### src/sv/srpc_pkg.sv
// Shared types, codes and constants for the servo reply packet checker.
`timescale 1ns / 1ps

package srpc_pkg;

  localparam int MAX_PARAMS_DEF = 32;
  localparam int STORE_DEPTH    = 32;
  localparam int STORE_AW       = $clog2(STORE_DEPTH);
  localparam int CNT_W          = 6;
  localparam int ELAPSED_W      = 18;

  localparam logic [ELAPSED_W-1:0] ELAPSED_MAX = {ELAPSED_W{1'b1}};

  localparam logic [7:0] SYNC_BYTE = 8'hFF;
  localparam logic [7:0] BCAST_ID  = 8'hFE;
  localparam logic [7:0] ERR_MASK  = 8'h7F;

  localparam logic [CNT_W-1:0] CAP_MAX = CNT_W'(STORE_DEPTH);

  // input kinds
  localparam logic [1:0] KIND_START = 2'd0;
  localparam logic [1:0] KIND_BYTE  = 2'd1;
  localparam logic [1:0] KIND_TICK  = 2'd2;

  // configuration register indexes
  localparam logic [1:0] REG_EXPECTED_ID   = 2'd0;
  localparam logic [1:0] REG_RESP_CAPACITY = 2'd1;
  localparam logic [1:0] REG_TIMEOUT_MS    = 2'd2;

  localparam logic [7:0]       EXPECTED_ID_RST   = 8'd1;
  localparam logic [CNT_W-1:0] RESP_CAPACITY_RST = 6'd8;
  localparam logic [15:0]      TIMEOUT_MS_RST    = 16'd20;

  typedef enum logic [2:0] {
    ST_OK         = 3'd0,
    ST_BAD_HEADER = 3'd1,
    ST_BAD_ID     = 3'd2,
    ST_BAD_LENGTH = 3'd3,
    ST_SERVO_ERR  = 3'd4,
    ST_CHECKSUM   = 3'd5,
    ST_TIMEOUT    = 3'd6
  } status_t;

  typedef enum logic [1:0] {
    PH_IDLE,
    PH_HEADER,
    PH_BODY
  } phase_t;

  typedef enum logic [1:0] {
    EM_IDLE,
    EM_READ,
    EM_SEND
  } emit_state_t;

  // frame outcome handed from the parser to the emitter
  typedef struct packed {
    logic             valid;
    status_t          status;
    logic [CNT_W-1:0] count;
    logic [7:0]       servo_error;
  } fin_t;

endpackage

### src/sv/srpc_parser.sv
// Frame parser: header and body checks, checksum, timeouts, parameter writes.
`timescale 1ns / 1ps

module srpc_parser #(
  parameter int MAX_PARAMS = srpc_pkg::MAX_PARAMS_DEF
) (
  input  logic                          clk,
  input  logic                          rst,
  input  logic                          accept,
  input  logic [1:0]                    kind,
  input  logic [7:0]                    rx_byte,
  input  logic [7:0]                    expected_id,
  input  logic [srpc_pkg::CNT_W-1:0]    resp_capacity,
  input  logic [15:0]                   timeout_ms,
  output srpc_pkg::fin_t                fin,
  output logic                          wr_en,
  output logic [srpc_pkg::STORE_AW-1:0] wr_addr,
  output logic [7:0]                    wr_data
);
  import srpc_pkg::*;

  localparam int LW = $clog2(MAX_PARAMS + 3);   // holds the length byte
  localparam int BW = $clog2(MAX_PARAMS + 2);   // holds the body position
  localparam int CW = (LW > CNT_W) ? LW : CNT_W;
  localparam int IW = BW + STORE_AW;
  localparam logic [8:0] LEN_MAX = 9'(MAX_PARAMS + 2);

  phase_t                 phase, phase_next;
  logic [1:0]             header_count;
  logic [LW-1:0]          reply_length;
  logic [7:0]             error_byte;
  logic [7:0]             running_sum;
  logic [BW-1:0]          body_count;
  logic [ELAPSED_W-1:0]   elapsed_ms;

  logic [ELAPSED_W-1:0]   limit, elapsed_inc;
  logic                   tick_fail;
  logic                   is_byte, is_tick;
  logic                   hdr_fail;
  status_t                hdr_code;
  logic [LW-1:0]          pcount;
  logic                   is_err_byte, is_param, is_csum;
  logic                   err_fail, csum_fail;
  logic [CW-1:0]          pcount_x, cap_x, n_x;
  logic [CNT_W-1:0]       cap;
  logic [IW-1:0]          idx_wide;
  logic                   in_store;

  // shared decode
  always_comb begin
    is_byte = accept && (kind == KIND_BYTE);
    is_tick = accept && (kind == KIND_TICK);

    limit = (phase == PH_HEADER) ? ELAPSED_W'(timeout_ms)
                                 : ELAPSED_W'({timeout_ms, 1'b0}) + ELAPSED_W'(timeout_ms);
    elapsed_inc = (elapsed_ms == ELAPSED_MAX) ? elapsed_ms : elapsed_ms + 1'b1;
    tick_fail = elapsed_inc > limit;

    hdr_fail = 1'b0;
    hdr_code = ST_BAD_HEADER;
    if (header_count < 2'd2) begin
      hdr_fail = (rx_byte != SYNC_BYTE);
      hdr_code = ST_BAD_HEADER;
    end else if (header_count == 2'd2) begin
      hdr_fail = (rx_byte != expected_id) && (rx_byte != BCAST_ID);
      hdr_code = ST_BAD_ID;
    end else begin
      hdr_fail = (rx_byte < 8'd2) || ({1'b0, rx_byte} > LEN_MAX);
      hdr_code = ST_BAD_LENGTH;
    end

    pcount      = reply_length - LW'(2);
    is_err_byte = (body_count == '0);
    is_param    = !is_err_byte && (LW'(body_count) <= pcount);
    is_csum     = !is_err_byte && !is_param;
    err_fail    = (rx_byte & ERR_MASK) != 8'd0;
    csum_fail   = (~running_sum) != rx_byte;

    cap      = (resp_capacity > CAP_MAX) ? CAP_MAX : resp_capacity;
    pcount_x = CW'(pcount);
    cap_x    = CW'(cap);
    n_x      = (pcount_x < cap_x) ? pcount_x : cap_x;

    idx_wide = IW'(body_count) - IW'(1);
    in_store = (idx_wide >> STORE_AW) == '0;
  end

  // next phase
  always_comb begin
    phase_next = phase;
    if (accept) begin
      case (kind)
        KIND_START: phase_next = PH_HEADER;
        KIND_TICK: begin
          if (phase != PH_IDLE && tick_fail) phase_next = PH_IDLE;
        end
        KIND_BYTE: begin
          if (phase == PH_HEADER) begin
            if (hdr_fail) phase_next = PH_IDLE;
            else if (header_count == 2'd3) phase_next = PH_BODY;
          end else if (phase == PH_BODY) begin
            if ((is_err_byte && err_fail) || is_csum) phase_next = PH_IDLE;
          end
        end
        default: phase_next = phase;
      endcase
    end
  end

  // frame outcome and memory write
  always_comb begin
    fin             = '0;
    fin.status      = ST_OK;
    fin.servo_error = error_byte;
    if (is_tick && phase != PH_IDLE && tick_fail) begin
      fin.valid  = 1'b1;
      fin.status = ST_TIMEOUT;
    end else if (is_byte && phase == PH_HEADER && hdr_fail) begin
      fin.valid  = 1'b1;
      fin.status = hdr_code;
    end else if (is_byte && phase == PH_BODY && is_err_byte && err_fail) begin
      fin.valid       = 1'b1;
      fin.status      = ST_SERVO_ERR;
      fin.servo_error = rx_byte;
    end else if (is_byte && phase == PH_BODY && is_csum) begin
      fin.valid  = 1'b1;
      fin.status = csum_fail ? ST_CHECKSUM : ST_OK;
      fin.count  = csum_fail ? '0 : CNT_W'(n_x);
    end

    wr_en   = is_byte && (phase == PH_BODY) && is_param && in_store;
    wr_addr = idx_wide[STORE_AW-1:0];
    wr_data = rx_byte;
  end

  always_ff @(posedge clk) begin
    if (rst) begin
      phase        <= PH_IDLE;
      header_count <= '0;
      reply_length <= '0;
      error_byte   <= '0;
      running_sum  <= '0;
      body_count   <= '0;
      elapsed_ms   <= '0;
    end else begin
      phase <= phase_next;
      if (accept) begin
        case (kind)
          KIND_START: begin
            header_count <= '0;
            reply_length <= '0;
            error_byte   <= '0;
            running_sum  <= '0;
            body_count   <= '0;
            elapsed_ms   <= '0;
          end
          KIND_TICK: begin
            if (phase != PH_IDLE) elapsed_ms <= elapsed_inc;
          end
          KIND_BYTE: begin
            if (phase == PH_HEADER && !hdr_fail) begin
              if (header_count == 2'd3) begin
                reply_length <= LW'(rx_byte);
                running_sum  <= expected_id + rx_byte;
                body_count   <= '0;
              end else begin
                header_count <= header_count + 2'd1;
              end
            end else if (phase == PH_BODY) begin
              if (is_err_byte) begin
                error_byte <= rx_byte;
                if (!err_fail) begin
                  running_sum <= running_sum + rx_byte;
                  body_count  <= BW'(1);
                end
              end else if (is_param) begin
                running_sum <= running_sum + rx_byte;
                body_count  <= body_count + BW'(1);
              end
            end
          end
          default: begin
          end
        endcase
      end
    end
  end

endmodule

### config.mk
export PLATFORM = sky130hd
export DESIGN_NAME = srpc_parser
export DESIGN_NICKNAME = d
export VERILOG_FILES = /design/src/sv/srpc_pkg.sv /design/src/sv/srpc_parser.sv
export SDC_FILE = /design/constraint.sdc
export NUM_CORES = 1
export LEC_CHECK = 0
export ABC_AREA = 1
export CORE_ASPECT_RATIO = 1.25
export CORE_MARGIN = 2
export CORE_UTILIZATION = 50
export DETAILED_ROUTE_END_ITERATION = 8
export DONT_BUFFER_PORTS = 1
export GPL_ROUTABILITY_DRIVEN = 1
export PLACE_DENSITY_LB_ADDON = 0.3
export SETUP_SLACK_MARGIN = 0.3
export SLEW_MARGIN = 0
export SYNTH_ARGS = -nofsm -noshare
export SYNTH_HDL_FRONTEND = slang
export SYNTH_SLANG_ARGS = --single-unit
export TNS_END_PERCENT = 5
### constraint.sdc
create_clock -name clk -period 5.93 [get_ports clk]
set_input_delay 1.4825 -clock clk [delete_from_list [all_inputs] [get_ports clk]]
set_output_delay 1.4825 -clock clk [all_outputs]
set_load 0.01 [all_outputs]
==> Word-level counts from Yosys, hierarchy flattened <==
Cells that the tools add are included.
{ "totals": {"regBits": 50, "input_bits": 43, "out_inout_bits": 32, "wordCells": 137} }
{ "classes": {"n_addsub": 8, "n_lt_le_gt_ge": 7, "n_eq_ne": 26, "n_mux": 51, "bitwise_logic": 1, "n_reduce_logical": 37} }
{ "ops": {"columns": ["op", "n"], "rows": [
  ["$mux W8", 10],
  ["$mux W6", 12],
  ["$mux W18", 3],
  ["$pmux W18 S2", 1],
  ["$pmux W8 S2", 2],
  ["$mux W14", 2],
  ["$pmux W6 S2", 2],
  ["$add A17 B16 Y18", 1],
  ["$add A18 B1 Y18 const B", 1],
  ["$eq A18 B18 Y1 const B", 1],
  ["$gt A18 B18 Y1", 1],
  ["$logic_and A1 B1 Y1", 18],
  ["$add A8 B8 Y8", 2],
  ["$mux W2", 8],
  ["$ne A8 B8 Y1", 2],
  ["$ne A8 B8 Y1 const B", 2],
  ["$mux W4", 3],
  ["$ne A4 B3 Y1 const B", 3],
  ["$reduce_and A6 Y1", 2],
  ["$logic_not A11 Y1", 1],
  ["$mux W10", 1],
  ["$ne A2 B1 Y1 const B", 5],
  ["$ne A3 B1 Y1 const B", 3],
  ["$eq A2 B2 Y1 const B", 4],
  ["other kinds (28)", 40]
]} }

==> Depth between registers and ports, before layout <==
{ "depth": {"ltp_word": 10, "depth_mapped": 27, "depth_no_buf": 27} }

==> Worst setup path after synthesis <==
OpenSTA, ideal clock, no wires.
{ "synth_timing": {"path_type": "input to output", "from": "input timeout_ms[0]", "to": "output fin[6] (netlist name)", "t_arrival_ns": 4.657, "required_time_ns": 4.448, "slack_ns": -0.210, "cell_stages": 24, "path_cell_list": "ha_1 fa_1 nand2_1 o211ai_1 nand3_1 nand2_1 a21boi_0 o211ai_1 nand3_1 o21ai_0 ha_1 nand2_1 inv_1 nand3_1 nor3_1 o211ai_1 nand3_1 nand2_1 nor2_1 inv_1 nand2_1 clkbuf_1 nand2_1 o21ai_0"} }
{ "synth_rtl": {"columns": ["item", "line_no", "text"], "rows": [
  ["start: declaration", "srpc_parser.sv:14", "input logic [15:0] timeout_ms,"],
  ["end: declaration", "srpc_parser.sv:15", "output srpc_pkg::fin_t fin,"]
]} }

==> summary by stage <==
STA
The final critical path takes up 98.6% of the cycle. At the pin with the least slew margin, the transition time is 1.16 ns. The number of pins with negative max-slew slack in the final report is 0. Setup repair after global routing could not meet its margin everywhere. The total of endpoints with negative setup slack in the final report is 0. Final hold analysis gives a worst-case slack of 0.460 ns. The normalized max-slew margin is 22.1%.

The clock tree skew after final layout is 0.00625 ns. For the final routed database, the setup TNS stands at 0 ns. Timing would allow up to 171 MHz.

The count of endpoints failing hold in the final timing report is 0. The worst path in the final design needs a cycle of 5.85 ns, including I/O delays and setup.

Detailed routing
In the final routed layout, each cell accounts on average for 15.0 µm. For this block, the initial DRC count from the detailed router was 246. Across all layers, the routed design uses 5555 vias. For this run, the detailed router's first-pass iteration total came to 5. Dividing the detail-routed via count by the number of cells gives 5.72. The final routed wirelength across all metal layers is 14500 µm. The number of routed nets with antenna violations is 0. For this run, design rule violations remaining after detail routing come to 0.

Floorplanning
The floorplan has 42 rows. After floorplanning, the core was sized to cover 10600 µm². The I/O pin total is 75. The die span in x is 97.0 µm. The die area is 11700 µm². The effective utilization at floorplan is 51.2%. The die is 120 µm tall.

Clocking
The number of hold buffers added after CTS was 0. The insertion delay to the later sink of the worst-skew pair is 0.30 ns. The H-tree was split into 2 levels.

After clock tree synthesis, the clock-pin slew on the worst setup and hold paths is 0.07 ns. The CTS buffer count is 5. The root buffer selected by CTS is sky130_fd_sc_hd__clkbuf_16. The clock tree from TritonCTS is done. The buffer depth of the longest clock path is 2. The clock net in this run drives a total of 50 sinks.

Worst setup path
The required time of the worst setup path is 4.45 ns. The worst reg2reg path startpoint is elapsed_ms[0]. Data on the critical path arrives at its endpoint at 4.36 ns.

By startpoint and endpoint, the worst setup path is classified as in -> out. The top fanout value on the critical path is 3. Tracing the worst setup path back leads to its startpoint at timeout_ms[6].

The worst setup path is launched from an input port. The endpoint type of the worst setup path is an output pin.

Pwr
Per report_power, the combinational group accounts for 36.4% of the total. The worst supply voltage drop on vdd is 0.124 mV. In this run switching power makes up 36.9% of total power. The completed layout was analyzed and its total power is 1.02 mW. The analysis attributes to net switching a power of 0.377 mW. The share of power burned in the clock network is 28.6%. The power density of the placed cells is 169 nW/µm². The internal power of the cells totals 0.645 mW.

For this design the static power due to leakage is 2.60 nW. The sequential share of power is 35.0%.

Global routing
Global routing consumed, over all layers together, 24.3% of the routing resources. The first global-routing pass estimated 23900 µm of wire. The number of global-route vias before repair is 5436.

The pin count of the biggest net entering global routing is 35. Summed over all layers, the global routing overflow is 0. The number of antenna violations at the first check in global routing is 0.

Synthesis
The mapped netlist covers 5410 µm². The number of nets in the synthesized netlist is 948. In this run, synthesis inferred 0 flip-flops with an integrated enable.

The number of synthesized register bits is 50. For this run, the leading register cell type out of synthesis is sky130_fd_sc_hd__dfxtp_1. Counting flops with an async set or reset pin after synthesis yields a share of 0%. The number of warning messages in the yosys log is 0. The netlist uses 47 different library cells. The post-synthesis average cell area is 6.45 µm². The share of the Yosys chip area taken by registers is 18.5%. After technology mapping, the gate count stands at 839.

Status
The flow ran to the end, and the final reports show no timing, DRC or antenna violations.

Place
At the end of routability-driven placement, the weighted congestion stood at 0.889. The HPWL after detailed placement is 11400 µm. The port buffer count is 0.

Cells and area
The number of antenna diodes in the final layout is 0. The top cell types in the final layout, fill and taps aside, are 206 x sky130_fd_sc_hd__nand2_1, 77 x sky130_fd_sc_hd__nor2_1, 75 x sky130_fd_sc_hd__inv_1. The fraction of layout instances using a drive strength above 1 is 13.5%. The library cell used most frequently in the layout, excluding fill and tap cells, is sky130_fd_sc_hd__nand2_1. For this run, the share of the core covered by cells in the final layout is 57.2%. Relative to the synthesized area, the layout overhead comes to 11.8%.

The final layout net count is 947.

Worst hold path
The kind of path behind the tightest hold check is reg -> reg. The worst hold path begins at error_byte[7].

Run
The max capacitance violation total is 0.
power by group through the flow:
| stage | registers [mW] | clock network [mW] | logic [mW] |
|---|---|---|---|
| after floorplan | 0.362 | 0 | 0.273 |
| after global placement | 0.365 | 0 | 0.322 |
| after detailed placement | 0.365 | 0 | 0.337 |
| after CTS | 0.358 | 0.297 | 0.348 |
| after global routing | 0.359 | 0.304 | 0.420 |
| final | 0.358 | 0.292 | 0.372 |
synthesized netlist by cell type (2+ instances only):
| library cell | instances | area (µm²) |
|---|---|---|
| sky130_fd_sc_hd__buf_4 | 8 | 60.1 |
| sky130_fd_sc_hd__nand2_4 | 2 | 22.5 |
| sky130_fd_sc_hd__o21ai_0 | 60 | 300 |
| sky130_fd_sc_hd__nand3_1 | 51 | 255 |
| sky130_fd_sc_hd__mux2i_1 | 5 | 50.1 |
| sky130_fd_sc_hd__inv_2 | 2 | 7.51 |
| sky130_fd_sc_hd__a211oi_1 | 3 | 22.5 |
| sky130_fd_sc_hd__xnor2_1 | 25 | 219 |
| sky130_fd_sc_hd__or2_2 | 4 | 25.0 |
| sky130_fd_sc_hd__o21a_1 | 2 | 15.0 |
| sky130_fd_sc_hd__fa_1 | 2 | 40.0 |
| sky130_fd_sc_hd__buf_2 | 7 | 35.0 |
| sky130_fd_sc_hd__nor2_1 | 80 | 300 |
| sky130_fd_sc_hd__xor2_1 | 21 | 184 |
| sky130_fd_sc_hd__clkbuf_1 | 12 | 45.0 |
| sky130_fd_sc_hd__nor3b_1 | 3 | 22.5 |
| sky130_fd_sc_hd__o211ai_1 | 7 | 52.6 |
| sky130_fd_sc_hd__nand2_2 | 7 | 43.8 |
| sky130_fd_sc_hd__ha_1 | 64 | 801 |
| sky130_fd_sc_hd__nand4_1 | 10 | 62.6 |
| sky130_fd_sc_hd__nor3_1 | 16 | 80.1 |
| sky130_fd_sc_hd__inv_1 | 78 | 293 |
| sky130_fd_sc_hd__nand2_1 | 217 | 815 |
| sky130_fd_sc_hd__a21boi_0 | 2 | 15.0 |
| sky130_fd_sc_hd__nand3_2 | 4 | 40.0 |
| sky130_fd_sc_hd__a21oi_1 | 71 | 355 |
| sky130_fd_sc_hd__dfxtp_1 | 50 | 1000 |
| sky130_fd_sc_hd__a21oi_2 | 7 | 61.3 |
flip-flops by register name, indices dropped and copies added, names as in the netlist:
signal	cells
body_count	6
reply_length	6
error_byte	8
running_sum	8
phase	2
header_count	2
elapsed_ms	18
logic make-up (layout without fill, tap and decap cells):
family	after synthesis	in the layout	share of synthesized area [%]
buffers and inverters	109	109	8.63
AOI/OAI and AO/OA	160	160	16.3
DFF	50	50	18.5
muxes	6	6	1.13
xor gates and xnor gates	46	46	7.45
adders and majority gates	66	66	15.5
and+or+nand+nor	402	402	32.4
routing by layer:
layer | vias to the layer above | GRT usage [%] | part of all wire (%)
li1 | 2780 | - | -
met1 | 2570 | 25.1 | 37
met2 | 167 | 48.0 | 54
met3 | 38 | 3.76 | 5.6
met4 | 0 | 10.3 | 3.2
met5 | - | 0 | 0
metrics by stage:
stage / instance area (µm²) / instances / worst slack [ns]
global route: 6050 / 971 / -0.183
CTS: 5860 / 971 / 0.0112
global placement: 5610 / 962 / -0.0872
finish: 6050 / 971 / 0.0831
detailed placement: 5610 / 962 / -0.272
floorplan: 5480 / 839 / 0.165
critical path, stage by stage:
cell                       delay, ns
sky130_fd_sc_hd__ha_1           0.31
sky130_fd_sc_hd__a21oi_1        0.29
sky130_fd_sc_hd__o21ai_0        0.13
sky130_fd_sc_hd__a211oi_1       0.21
sky130_fd_sc_hd__nand2_1        0.10
sky130_fd_sc_hd__xor2_1         0.14
sky130_fd_sc_hd__nand2_1        0.05
sky130_fd_sc_hd__o21ai_0        0.13
sky130_fd_sc_hd__ha_1           0.36
sky130_fd_sc_hd__nand2_2        0.09
sky130_fd_sc_hd__nor3_4         0.18
sky130_fd_sc_hd__o211ai_1       0.11
sky130_fd_sc_hd__nand3_1        0.11
sky130_fd_sc_hd__nand2_2        0.08
sky130_fd_sc_hd__nor2_4         0.13
sky130_fd_sc_hd__inv_4          0.07
sky130_fd_sc_hd__nand2_4        0.07
sky130_fd_sc_hd__inv_4          0.05
sky130_fd_sc_hd__buf_6          0.11
sky130_fd_sc_hd__nand2_4        0.05
sky130_fd_sc_hd__o31ai_4        0.08
path summary, 6_finish.rpt:
path / endpoint / slack [ns] / depth (start not counted)
worst max-delay path: fin[14] / 0.08 / 21
worst min-delay path: error_byte[7] / 0.46 / 2
worst max register to register: phase[1] / 2.29 / 24
worst min register to register: error_byte[7] / 0.46 / 2
repair_timing:
| action | CTS | global route |
|---|---|---|
| hold endpoints to repair | 0 | 0 |
| cloned | 0 | 0 |
| pin swaps | 15 | 25 |
| endpoints found under the setup margin | 18 | 18 |
| buffers inserted | 1 | 0 |
| gates resized for setup | 27 | 38 |
layout make-up:
cell class                 count  area (µm²)
inverter                      80         305
clock inverter                 2        13.8
timing repair buffer          21         161
tap                          132         165
clock buffer                   6         129
multi-input combinational    680        4270
sequential                    50        1000
fill                        1042        4520
Power figures use the tool's default switching activity.
